**config.mk**
```make
export PLATFORM = sky130hd
export DESIGN_NAME = script_token_lexer
export DESIGN_NICKNAME = d
export VERILOG_FILES = /design/src/hdl/stl_pkg.sv /design/src/hdl/stl_front.sv /design/src/hdl/stl_queue.sv /design/src/hdl/stl_back.sv /design/src/hdl/script_token_lexer.sv
export VERILOG_INCLUDE_DIRS = /design/src /design/src/hdl
export SDC_FILE = /design/constraint.sdc
export NUM_CORES = 1
export LEC_CHECK = 0
export ABC_CLOCK_PERIOD_IN_PS = 9800
export BUFFER_PORTS_ARGS = -buffer_cell sky130_fd_sc_hd__clkbuf_2
export CAP_MARGIN = 20
export CORE_ASPECT_RATIO = 0.6
export CORE_MARGIN = 2
export CORE_UTILIZATION = 45
export CTS_CLUSTER_SIZE = 12
export DETAILED_ROUTE_END_ITERATION = 8
export MAX_ROUTING_LAYER = met4
export SKIP_LAST_GASP = 1
export SLEW_MARGIN = 5
export SYNTH_ARGS = -nofsm -noshare
export SYNTH_HDL_FRONTEND = slang
export SYNTH_SLANG_ARGS = --single-unit
```
**constraint.sdc**
```tcl
create_clock -name clk -period 9.8 [get_ports clk]
set_input_delay 1.47 -clock clk [delete_from_list [all_inputs] [get_ports clk]]
set_output_delay 1.47 -clock clk [all_outputs]
set_load 0.01 [all_outputs]
```
**src/hdl/script_token_lexer_macros.svh**
```systemverilog
// Assertion macros for the script token lexer.
// Each macro expects signals named clk and arst_n in the scope where it is used.
`ifndef SCRIPT_TOKEN_LEXER_MACROS_SVH
`define SCRIPT_TOKEN_LEXER_MACROS_SVH

// The consequent must hold in the same cycle as the condition.
`define STL_ASSERT_IMP(label, cond, prop) \
	label: assert property (@(posedge clk) disable iff (!arst_n) (cond) |-> (prop)) \
		else $error("script_token_lexer: same-cycle check failed");

// The consequent must hold in the cycle after the condition.
`define STL_ASSERT_NEXT(label, cond, prop) \
	label: assert property (@(posedge clk) disable iff (!arst_n) (cond) |=> (prop)) \
		else $error("script_token_lexer: next-cycle check failed");

`endif

```
**src/hdl/stl_pkg.sv**
```systemverilog
// Shared types, constants and byte classification for the script token lexer.
// Used by the front end, the group queue, the back end and the top level.
package stl_pkg;

	localparam int POS_BITS = 32;
	localparam int QUEUE_DEPTH = 4;
	localparam int GROUP_SLOTS = 3;
	localparam int SLOT_CNT_BITS = $clog2(GROUP_SLOTS + 1);
	localparam int SLOT_IDX_BITS = $clog2(GROUP_SLOTS);

	typedef logic [POS_BITS-1:0] pos_t;

	localparam logic [7:0] CH_HASH = 8'h23;
	localparam logic [7:0] CH_EQ = 8'h3d;
	localparam logic [7:0] CH_DQUOTE = 8'h22;
	localparam logic [7:0] CH_SQUOTE = 8'h27;
	localparam logic [7:0] CH_BSLASH = 8'h5c;
	localparam logic [7:0] CH_DOT = 8'h2e;
	localparam logic [7:0] CH_LF = 8'h0a;
	localparam logic [7:0] CH_CR = 8'h0d;
	localparam logic [7:0] CH_SPACE = 8'h20;
	localparam logic [7:0] CH_UNDERSCORE = 8'h5f;
	localparam logic [7:0] CH_NUL = 8'h00;
	localparam logic [7:0] CH_OPEN_PAREN = 8'h28;
	localparam logic [7:0] CH_CLOSE_PAREN = 8'h29;
	localparam logic [7:0] CH_COMMA = 8'h2c;
	localparam logic [7:0] CH_OPEN_BRACE = 8'h7b;
	localparam logic [7:0] CH_CLOSE_BRACE = 8'h7d;
	localparam logic [7:0] CH_BANG = 8'h21;
	localparam logic [7:0] CH_LESS = 8'h3c;
	localparam logic [7:0] CH_GREATER = 8'h3e;
	localparam logic [7:0] CH_PLUS = 8'h2b;
	localparam logic [7:0] CH_MINUS = 8'h2d;
	localparam logic [7:0] CH_STAR = 8'h2a;
	localparam logic [7:0] CH_SLASH = 8'h2f;

	typedef enum logic [4:0] {
		K_COMMENT       = 5'd0,
		K_WORD          = 5'd1,
		K_MEMBER        = 5'd2,
		K_NUMBER        = 5'd3,
		K_TEXT          = 5'd4,
		K_NOT           = 5'd5,
		K_LESS          = 5'd6,
		K_GREATER       = 5'd7,
		K_ASSIGN        = 5'd8,
		K_EQUAL         = 5'd9,
		K_NOT_EQUAL     = 5'd10,
		K_LESS_EQUAL    = 5'd11,
		K_GREATER_EQUAL = 5'd12,
		K_ADD           = 5'd13,
		K_SUBTRACT      = 5'd14,
		K_MULTIPLY      = 5'd15,
		K_DIVIDE        = 5'd16,
		K_OPEN_PAREN    = 5'd17,
		K_CLOSE_PAREN   = 5'd18,
		K_COMMA         = 5'd19,
		K_OPEN_BRACE    = 5'd20,
		K_CLOSE_BRACE   = 5'd21,
		K_END           = 5'd22,
		K_UNKNOWN       = 5'd23
	} kind_t;

	typedef struct packed {
		logic [7:0] ch;
		logic       has_char;
		logic       is_last;
	} item_t;

	typedef struct packed {
		kind_t       token_kind;
		logic [31:0] token_offset;
		logic [31:0] token_length;
		logic        run_last;
	} token_t;

	typedef struct packed {
		logic [SLOT_CNT_BITS-1:0]  count;
		token_t [GROUP_SLOTS-1:0]  slot;
	} group_t;

	typedef struct packed {
		logic full;
		logic empty;
	} q_status_t;

	function automatic logic is_digit(input logic [7:0] c);
		return (c >= 8'h30) && (c <= 8'h39);
	endfunction

	function automatic logic is_word(input logic [7:0] c);
		return is_digit(c) || ((c >= 8'h61) && (c <= 8'h7a)) ||
			((c >= 8'h41) && (c <= 8'h5a)) || (c == CH_UNDERSCORE);
	endfunction

	function automatic pos_t sat_inc(input pos_t v);
		return (v == '1) ? v : v + pos_t'(1);
	endfunction

	function automatic kind_t classify(input logic [7:0] c);
		kind_t k;
		case (c)
			CH_HASH:        k = K_COMMENT;
			CH_OPEN_PAREN:  k = K_OPEN_PAREN;
			CH_CLOSE_PAREN: k = K_CLOSE_PAREN;
			CH_COMMA:       k = K_COMMA;
			CH_OPEN_BRACE:  k = K_OPEN_BRACE;
			CH_CLOSE_BRACE: k = K_CLOSE_BRACE;
			CH_EQ:          k = K_ASSIGN;
			CH_BANG:        k = K_NOT;
			CH_LESS:        k = K_LESS;
			CH_GREATER:     k = K_GREATER;
			CH_PLUS:        k = K_ADD;
			CH_MINUS:       k = K_SUBTRACT;
			CH_STAR:        k = K_MULTIPLY;
			CH_SLASH:       k = K_DIVIDE;
			CH_DQUOTE:      k = K_TEXT;
			CH_SQUOTE:      k = K_TEXT;
			CH_DOT:         k = K_MEMBER;
			default: begin
				if (is_digit(c))
					k = K_NUMBER;
				else if (is_word(c))
					k = K_WORD;
				else
					k = K_UNKNOWN;
			end
		endcase
		return k;
	endfunction

endpackage

```
**src/hdl/stl_front.sv**
```systemverilog
// Front end of the script token lexer: holds the open token and the text flags,
// classifies each byte and forms the group of tokens it closes. Uses stl_pkg.
module stl_front (
	input  logic            clk,
	input  logic            arst_n,
	input  logic            accept,
	input  stl_pkg::item_t  item,
	output stl_pkg::group_t grp
);
	import stl_pkg::*;

	logic  token_open_q;
	kind_t open_kind_q;
	pos_t  open_start_q;
	pos_t  open_length_q;
	pos_t  position_q;
	logic  escape_pending_q;
	logic  quote_single_q;
	logic  text_closed_q;

	logic  open_d;
	kind_t kind_d;
	pos_t  start_d;
	pos_t  len_d;
	pos_t  pos_d;
	logic  esc_d;
	logic  quote_d;
	logic  closed_d;

	logic  closes;
	logic  close;
	logic  open_mid;
	logic  space_byte;
	logic  e_close;
	logic  e_flush;
	logic  e_end;
	logic [SLOT_CNT_BITS-1:0] fill;
	token_t t_close;
	token_t t_flush;
	token_t t_end;

	always_comb begin
		case (open_kind_q)
			K_COMMENT: closes = (item.ch == CH_LF) || (item.ch == CH_NUL);
			K_WORD, K_MEMBER: closes = !is_word(item.ch);
			K_NUMBER: closes = !is_digit(item.ch);
			K_TEXT: closes = text_closed_q;
			K_NOT, K_LESS, K_GREATER, K_ASSIGN: closes = (item.ch != CH_EQ);
			default: closes = 1'b1;
		endcase
	end

	assign close = token_open_q && closes;
	assign open_mid = token_open_q && !closes;
	assign space_byte = (item.ch == CH_SPACE) || (item.ch == CH_CR) || (item.ch == CH_LF);

	always_comb begin
		open_d = token_open_q;
		kind_d = open_kind_q;
		start_d = open_start_q;
		len_d = open_length_q;
		pos_d = position_q;
		esc_d = escape_pending_q;
		quote_d = quote_single_q;
		closed_d = text_closed_q;
		if (item.has_char) begin
			pos_d = sat_inc(position_q);
			if (close)
				open_d = 1'b0;
			if (!open_mid) begin
				if (!space_byte) begin
					open_d = 1'b1;
					kind_d = classify(item.ch);
					start_d = position_q;
					len_d = pos_t'(1);
					quote_d = (item.ch == CH_SQUOTE);
					esc_d = 1'b0;
					closed_d = 1'b0;
				end
			end else begin
				if (item.ch == CH_EQ) begin
					case (open_kind_q)
						K_ASSIGN:  kind_d = K_EQUAL;
						K_NOT:     kind_d = K_NOT_EQUAL;
						K_LESS:    kind_d = K_LESS_EQUAL;
						K_GREATER: kind_d = K_GREATER_EQUAL;
						default:   kind_d = open_kind_q;
					endcase
				end
				if (open_kind_q == K_TEXT) begin
					if (escape_pending_q) begin
						esc_d = 1'b0;
						closed_d = 1'b0;
					end else if (item.ch == CH_BSLASH) begin
						esc_d = 1'b1;
						closed_d = 1'b0;
					end else begin
						closed_d = (item.ch == (quote_single_q ? CH_SQUOTE : CH_DQUOTE));
					end
				end
				len_d = sat_inc(open_length_q);
			end
		end
	end

	assign e_close = item.has_char && close;
	assign e_flush = item.is_last && open_d;
	assign e_end = item.is_last;

	always_comb begin
		t_close.token_kind = open_kind_q;
		t_close.token_offset = 32'(open_start_q);
		t_close.token_length = 32'(open_length_q);
		t_close.run_last = !e_flush && !e_end;
		t_flush.token_kind = kind_d;
		t_flush.token_offset = 32'(start_d);
		t_flush.token_length = 32'(len_d);
		t_flush.run_last = !e_end;
		t_end.token_kind = K_END;
		t_end.token_offset = 32'(pos_d);
		t_end.token_length = 32'd0;
		t_end.run_last = 1'b1;
	end

	always_comb begin
		grp = '0;
		fill = '0;
		if (e_close) begin
			grp.slot[fill] = t_close;
			fill = fill + 1'b1;
		end
		if (e_flush) begin
			grp.slot[fill] = t_flush;
			fill = fill + 1'b1;
		end
		if (e_end) begin
			grp.slot[fill] = t_end;
			fill = fill + 1'b1;
		end
		grp.count = fill;
	end

	always_ff @(posedge clk or negedge arst_n) begin
		if (!arst_n) begin
			token_open_q <= 1'b0;
			open_kind_q <= K_COMMENT;
			open_start_q <= '0;
			open_length_q <= '0;
			position_q <= '0;
			escape_pending_q <= 1'b0;
			quote_single_q <= 1'b0;
			text_closed_q <= 1'b0;
		end else if (accept) begin
			if (item.is_last) begin
				token_open_q <= 1'b0;
				open_kind_q <= K_COMMENT;
				open_start_q <= '0;
				open_length_q <= '0;
				position_q <= '0;
				escape_pending_q <= 1'b0;
				quote_single_q <= 1'b0;
				text_closed_q <= 1'b0;
			end else begin
				token_open_q <= open_d;
				open_kind_q <= kind_d;
				open_start_q <= start_d;
				open_length_q <= len_d;
				position_q <= pos_d;
				escape_pending_q <= esc_d;
				quote_single_q <= quote_d;
				text_closed_q <= closed_d;
			end
		end
	end

endmodule

```
**src/hdl/stl_queue.sv**
```systemverilog
// Short queue of token groups between the front end and the back end.
// One group written per cycle while not full and one read while not empty. Uses stl_pkg.
module stl_queue (
	input  logic               clk,
	input  logic               arst_n,
	input  logic               wr,
	input  stl_pkg::group_t    wdata,
	input  logic               rd,
	output stl_pkg::group_t    rdata,
	output stl_pkg::q_status_t status
);
	import stl_pkg::*;

	localparam int PTR_BITS = $clog2(QUEUE_DEPTH);
	localparam int CNT_BITS = $clog2(QUEUE_DEPTH + 1);

	group_t mem_q [QUEUE_DEPTH];
	logic [PTR_BITS-1:0] wptr_q;
	logic [PTR_BITS-1:0] rptr_q;
	logic [CNT_BITS-1:0] cnt_q;
	logic do_wr;
	logic do_rd;

	assign status.full = (cnt_q == CNT_BITS'(QUEUE_DEPTH));
	assign status.empty = (cnt_q == '0);
	assign do_wr = wr && !status.full;
	assign do_rd = rd && !status.empty;
	assign rdata = mem_q[rptr_q];

	function automatic logic [PTR_BITS-1:0] next_ptr(input logic [PTR_BITS-1:0] p);
		return (p == PTR_BITS'(QUEUE_DEPTH - 1)) ? '0 : p + 1'b1;
	endfunction

	always_ff @(posedge clk) begin
		if (do_wr)
			mem_q[wptr_q] <= wdata;
	end

	always_ff @(posedge clk or negedge arst_n) begin
		if (!arst_n) begin
			wptr_q <= '0;
			rptr_q <= '0;
			cnt_q <= '0;
		end else begin
			if (do_wr)
				wptr_q <= next_ptr(wptr_q);
			if (do_rd)
				rptr_q <= next_ptr(rptr_q);
			if (do_wr && !do_rd)
				cnt_q <= cnt_q + 1'b1;
			else if (do_rd && !do_wr)
				cnt_q <= cnt_q - 1'b1;
		end
	end

endmodule

```
**src/hdl/stl_back.sv**
```systemverilog
// Back end of the script token lexer: takes one group at a time from the queue
// and hands its tokens to the output one per cycle while pop is high. Uses stl_pkg.
module stl_back (
	input  logic               clk,
	input  logic               arst_n,
	input  stl_pkg::q_status_t qstat,
	input  stl_pkg::group_t    head,
	output logic               qpop,
	input  logic               pop,
	output logic               empty,
	output stl_pkg::token_t    token
);
	import stl_pkg::*;

	group_t cur_q;
	logic [SLOT_IDX_BITS-1:0] idx_q;
	logic valid_q;
	logic take;
	logic advance;

	assign token = cur_q.slot[idx_q];
	assign empty = !valid_q;
	assign take = pop && valid_q;
	assign advance = !valid_q || (take && token.run_last);
	assign qpop = advance && !qstat.empty;

	always_ff @(posedge clk) begin
		if (qpop)
			cur_q <= head;
	end

	always_ff @(posedge clk or negedge arst_n) begin
		if (!arst_n) begin
			valid_q <= 1'b0;
			idx_q <= '0;
		end else if (advance) begin
			valid_q <= !qstat.empty;
			idx_q <= '0;
		end else if (take) begin
			idx_q <= idx_q + 1'b1;
		end
	end

endmodule

```
**src/hdl/script_token_lexer.sv**
```systemverilog
// Top level of the script token lexer: front end, group queue and back end.
// Depends on stl_pkg, stl_front, stl_queue, stl_back and the assertion macros.
//
// Source bytes enter through a queue-style port: a transaction is taken at a
// rising edge where push is high and full is low. Tokens leave the same way:
// while empty is low the oldest token is on the token port, and a transaction
// completes at an edge where pop is high and empty is low.
// Each byte may close up to three tokens (the closed token, the flushed open
// token and the end token on the last byte); they travel as one group through
// a four-entry queue, and run_last marks the final token of a group.
// With the back end idle, the group of a byte is registered in the queue entry
// and then in the back-end group register before it reaches the token port.
// Throughput: one byte per cycle in while full is low and one token per cycle
// out while pop is high and empty is low; the front update is combinational
// classification, and the queue absorbs bursts of several tokens per byte.
// When the consumer stalls, tokens wait in the back end and the queue; full
// rises once the queue holds four groups and input is held until space frees.
// Reset clears the lexer state, the queue and the output stage at once.
`include "script_token_lexer_macros.svh"

module script_token_lexer (
	input  logic            clk,
	input  logic            arst_n,
	input  logic            push,
	output logic            full,
	input  stl_pkg::item_t  item,
	output logic            empty,
	input  logic            pop,
	output stl_pkg::token_t token
);
	import stl_pkg::*;

	group_t    grp;
	group_t    head;
	q_status_t qstat;
	logic      accept;
	logic      grp_wr;
	logic      qpop;

	assign full = qstat.full;
	assign accept = push && !qstat.full;
	assign grp_wr = accept && (grp.count != '0);

	stl_front u_front (
		.clk    (clk),
		.arst_n (arst_n),
		.accept (accept),
		.item   (item),
		.grp    (grp)
	);

	stl_queue u_queue (
		.clk    (clk),
		.arst_n (arst_n),
		.wr     (grp_wr),
		.wdata  (grp),
		.rd     (qpop),
		.rdata  (head),
		.status (qstat)
	);

	stl_back u_back (
		.clk    (clk),
		.arst_n (arst_n),
		.qstat  (qstat),
		.head   (head),
		.qpop   (qpop),
		.pop    (pop),
		.empty  (empty),
		.token  (token)
	);

	`STL_ASSERT_IMP(a_last_writes_group, accept && item.is_last, grp_wr)
	`STL_ASSERT_IMP(a_idle_item_silent, accept && !item.has_char && !item.is_last, !grp_wr)
	`STL_ASSERT_NEXT(a_last_reaches_queue, accept && item.is_last, !qstat.empty || !empty)

endmodule

```
==> results.txt <==
The library cell contributing the largest single delay on the critical path is a21oi_1. The first-iteration detailed-routing DRC count came out at 2508. At the worst endpoint, the arrival time is 6.58 ns.

Dividing the detail-routed wire length by the instance count gives 25.3 um. The startpoint identified for the worst hold timing path is u_back.valid_q. Dividing the detail-routed via count by the number of cells gives 6.02. The min-delay analysis places its worst path in the category register to register. The worst setup path is launched from a primary input. The placed wire-length estimate after detailed placement is 61000 um. The worst max-slew margin expressed relative to the limit is 0.237.

The worst-case clock skew is 0.0243 ns. Across all register-to-register paths, the minimum setup slack is 4.07 ns. The initial core utilization is 0.457. The power per unit of standard cell area came out at 270 mW/mm^2. The number of enable flip-flop cells after synthesis came out at 865. The number of endpoints failing setup at the final stage came out at 0. For this run, design rule violations remaining after detail routing come to 0.

The first-pass GRT wire length came out at 154000 um. Setup repair after global routing left no endpoint under its margin. The slack of the critical path came out at 3.66 ns.

The peak supply drop came out at 0.210 mV. The worst reg-to-reg path cell count came out at 11. The overall die width came out at 395 um.

The master cell of the clock root buffer is clkbuf_16. The number of gates given a new drive strength after cts came out at 0. The final period demand of the worst path came out at 6.14 ns.

The number of cells on the worst hold path came out at 1. The die covers 0.0941 mm^2. The clock tree from TritonCTS is built. Once placement finished, the instance area stood at 0.0433 mm^2. The endpoint required time on the critical path came out at 10.24 ns. The setup slack at placement is 3.10 ns.

The flip-flop and latch count after synthesis is 980. The global placer's final weighted congestion is 0.904. 86 I/O pins were placed.

The number of global-route vias before repair came out at 23.9k. Hold is met by 0.515 ns. The number of buffers inserted by hold repair at cts is 0.

The clock transition at the registers of the reported paths came out at 0.06 ns. The finished cells cover 0.0461 mm^2. The number of core rows came out at 85. The transition time at the pin with the least slew margin is 1.14 ns.

The analysis attributes to cell leakage a power of 15.6 nW. STA classifies the critical path endpoint as a register. Summed over all failing endpoints, the final setup total negative slack is 0 ns.

The tree built by TritonCTS fans out to 980 sinks. The H-tree was split into 3 levels. The startpoint identified for the worst register-to-register timing path is u_front.open_kind_q[1]. The layout has 7499 filler cells.

The run finished with clean final reports. The fraction of final layout cells sized beyond drive strength 1 is 0.164. The longest individual stage delay on the worst path came out at 1.01 ns. The clock latency reported for the late side of the worst-skew pair came out at 0.69 ns. The main flop type after synthesis is edfxtp_1. The maximum fanout along the worst path is 31. The average instance area after synthesis is 16.0 um^2. The top cell types in the final layout, fill and taps aside, are 865 x edfxtp_1, 173 x mux4_2, 170 x nand2_1. The count of nets left with antenna violations once routing finished came out at 0. Of all flip-flops after synthesis, the portion carrying an async set or reset was 0.117. The library cell used most frequently in the layout, excluding fill and tap cells, is edfxtp_1.

The number of antenna violations at the first check in global routing is 2. In this run the critical register-to-register path is captured at u_queue.mem_q[2][27]. In the finished design, the share of the clock period the worst path needs comes to 0.626. The path with the worst hold slack has its endpoint at u_back.idx_q[1]. The pin count of the biggest net entering global routing is 142.

The floorplan die height is 238 um. The detailed router placed 24.2k vias in this run. The count of buffers added on input and output ports is 85. The upper clock frequency limit came out at 163 MHz. The number of detailed-routing iterations run before antenna repair came out at 6. The total wire length after detailed routing came out at 102000 um.

The share of the Yosys chip area taken by registers is 0.700. At the end of the flow, the number of nets in the layout was 2757. The number of maximum-capacitance violations is 0. The clock passes through at most 3 buffers.

The area growth from synthesis to layout is 11.8%. The overall overflow remaining after global route is 0. By startpoint and endpoint, the worst setup path is classified as primary input to register.

During synthesis, Yosys emitted a total of 0 warnings. The CTS buffer count is 94. Walking the worst path, the cells encountered are clkbuf_2 -> nor3_1 -> a211o_1 -> o22ai_2 -> o2111ai_1 -> a21oi_1 -> inv_1 -> ha_1 -> or3_1 -> o21ai_4 -> a41oi_1 -> a31oi_1. In this run the cell area of the synthesized design comes to 0.0412 mm^2.

Post-CTS timing repair inserted 0 buffers for setup. The final max-slew violation count is 0. The final cell utilization of the core came out at 0.511. The count of endpoints failing hold in the final timing report came to 0. The number of different library cells used by synthesis comes to 89. The area of the placeable core came out at 0.0902 mm^2. In the global route stage, overall resource usage came out at 0.225. In the synthesized netlist, the number of instances is 2581.
==> registers in the layout, indices dropped and copies added, names as in the netlist <==
signal / flops
u_queue.wptr_q: 2
u_front.escape_pending_q: 1
u_back.idx_q: 2
u_front.token_open_q: 1
u_queue.mem_q: 692
u_front.open_kind_q: 5
u_front.position_q: 32
u_front.open_start_q: 32
u_front.open_length_q: 32
u_queue.rptr_q: 2
u_back.valid_q: 1
u_front.text_closed_q: 1
u_front.quote_single_q: 1
u_queue.cnt_q: 3
u_back.cur_q: 173
==> logic make-up after synthesis <==
kind of cell             synth area share
AO/OA/AOI/OAI                      0.0774
XOR/XNOR                          0.00786
adder cells (fa/ha/maj)           0.00352
buffers and inverters              0.0231
flip-flops                          0.700
multiplexers                        0.119
other                           0.0000910
AND/OR/NAND/NOR                    0.0690
==> per-layer routing <==
layer | routed length [um] | GRT usage | vias up
li1 | - | - | 10469
met1 | 49300 | 0.352 | 12639
met2 | 42500 | 0.302 | 977
met3 | 8550 | 0.0485 | 126
met4 | 1540 | 0.0467 | 0
met5 | 0 | - | -
==> power by group <==
part | total (W) | leakage [nW] | internal, W | switching [W]
Combinational | 0.00326 | 4.39 | 0.00123 | 0.00203
Clock | 0.00335 | 1.31 | 0.00185 | 0.00150
Sequential | 0.00584 | 9.85 | 0.00546 | 0.000374
==> worst max path at each step <==
| stage | start | end | slack, ns |
|---|---|---|---|
| floorplan | item[2] | u_queue.mem_q[0][0] | 2.15 |
| global placement | item[3] | u_queue.mem_q[0][27] | 3.17 |
| detailed placement | item[3] | u_queue.mem_q[2][18] | 3.10 |
| CTS | item[3] | u_queue.mem_q[2][18] | 3.82 |
| global route | item[3] | u_queue.mem_q[1][18] | 3.27 |
| finish | item[3] | u_queue.mem_q[2][27] | 3.66 |
==> stage by stage <==
stage | cells | total power, W
CTS | 4019 | 0.0126
global route | 4023 | 0.0130
global placement | 3851 | 0.00915
finish | 4023 | 0.0124
detailed placement | 3852 | 0.00922
floorplan | 2704 | 0.00804
==> Yosys cell counts, types with 5 or more instances <==
cell / number / area (um^2)
a21o_1: 6 / 45.0
a21oi_1: 52 / 260
a221o_1: 26 / 260
a22o_1: 9 / 78.8
a22oi_1: 49 / 368
a31oi_1: 40 / 250
and2_1: 16 / 100
and3_1: 16 / 100
and4_1: 10 / 87.6
buf_1: 27 / 101
buf_2: 18 / 90.1
buf_6: 7 / 78.8
clkbuf_1: 144 / 541
dfrtp_1: 115 / 2880
edfxtp_1: 865 / 26000
ha_1: 10 / 125
inv_1: 37 / 139
mux2_2: 5 / 56.3
mux2i_1: 94 / 941
mux4_2: 173 / 3900
nand2_1: 171 / 642
nand2b_1: 10 / 62.6
nand3_1: 47 / 235
nand4_1: 28 / 175
nor2_1: 130 / 488
nor3_1: 64 / 320
nor4_1: 25 / 156
nor4b_1: 14 / 123
o2111ai_1: 5 / 43.8
o211ai_1: 8 / 60.1
o21ai_0: 159 / 796
o21ai_1: 10 / 50.1
o22ai_1: 21 / 131
o22ai_2: 11 / 138
o311ai_0: 8 / 70.1
o31ai_1: 10 / 75.1
or3_1: 9 / 56.3
xnor2_1: 19 / 166
xor2_1: 18 / 158
==> critical path, delay by kind of cell <==
family	cells	cell delay (ns)
AOI/OAI and AO/OA	7	3.66
adders and majority gates	1	0.34
and+or+nand+nor	2	0.59
buffers and inverters	2	0.47
==> final cells by class <==
class	count	area [um^2]	share of cell area
Antenna cell	2	5.00	0.000109
Clock buffer	159	2680	0.0582
Clock inverter	8	63.8	0.00138
Inverter	38	143	0.00310
Multi-Input combinational cell	1490	11900	0.258
Sequential cell	980	28900	0.627
Tap cell	1218	1520	0.0331
Timing Repair Buffer	128	887	0.0193
No activity file was read; power rests on OpenSTA's default activity.
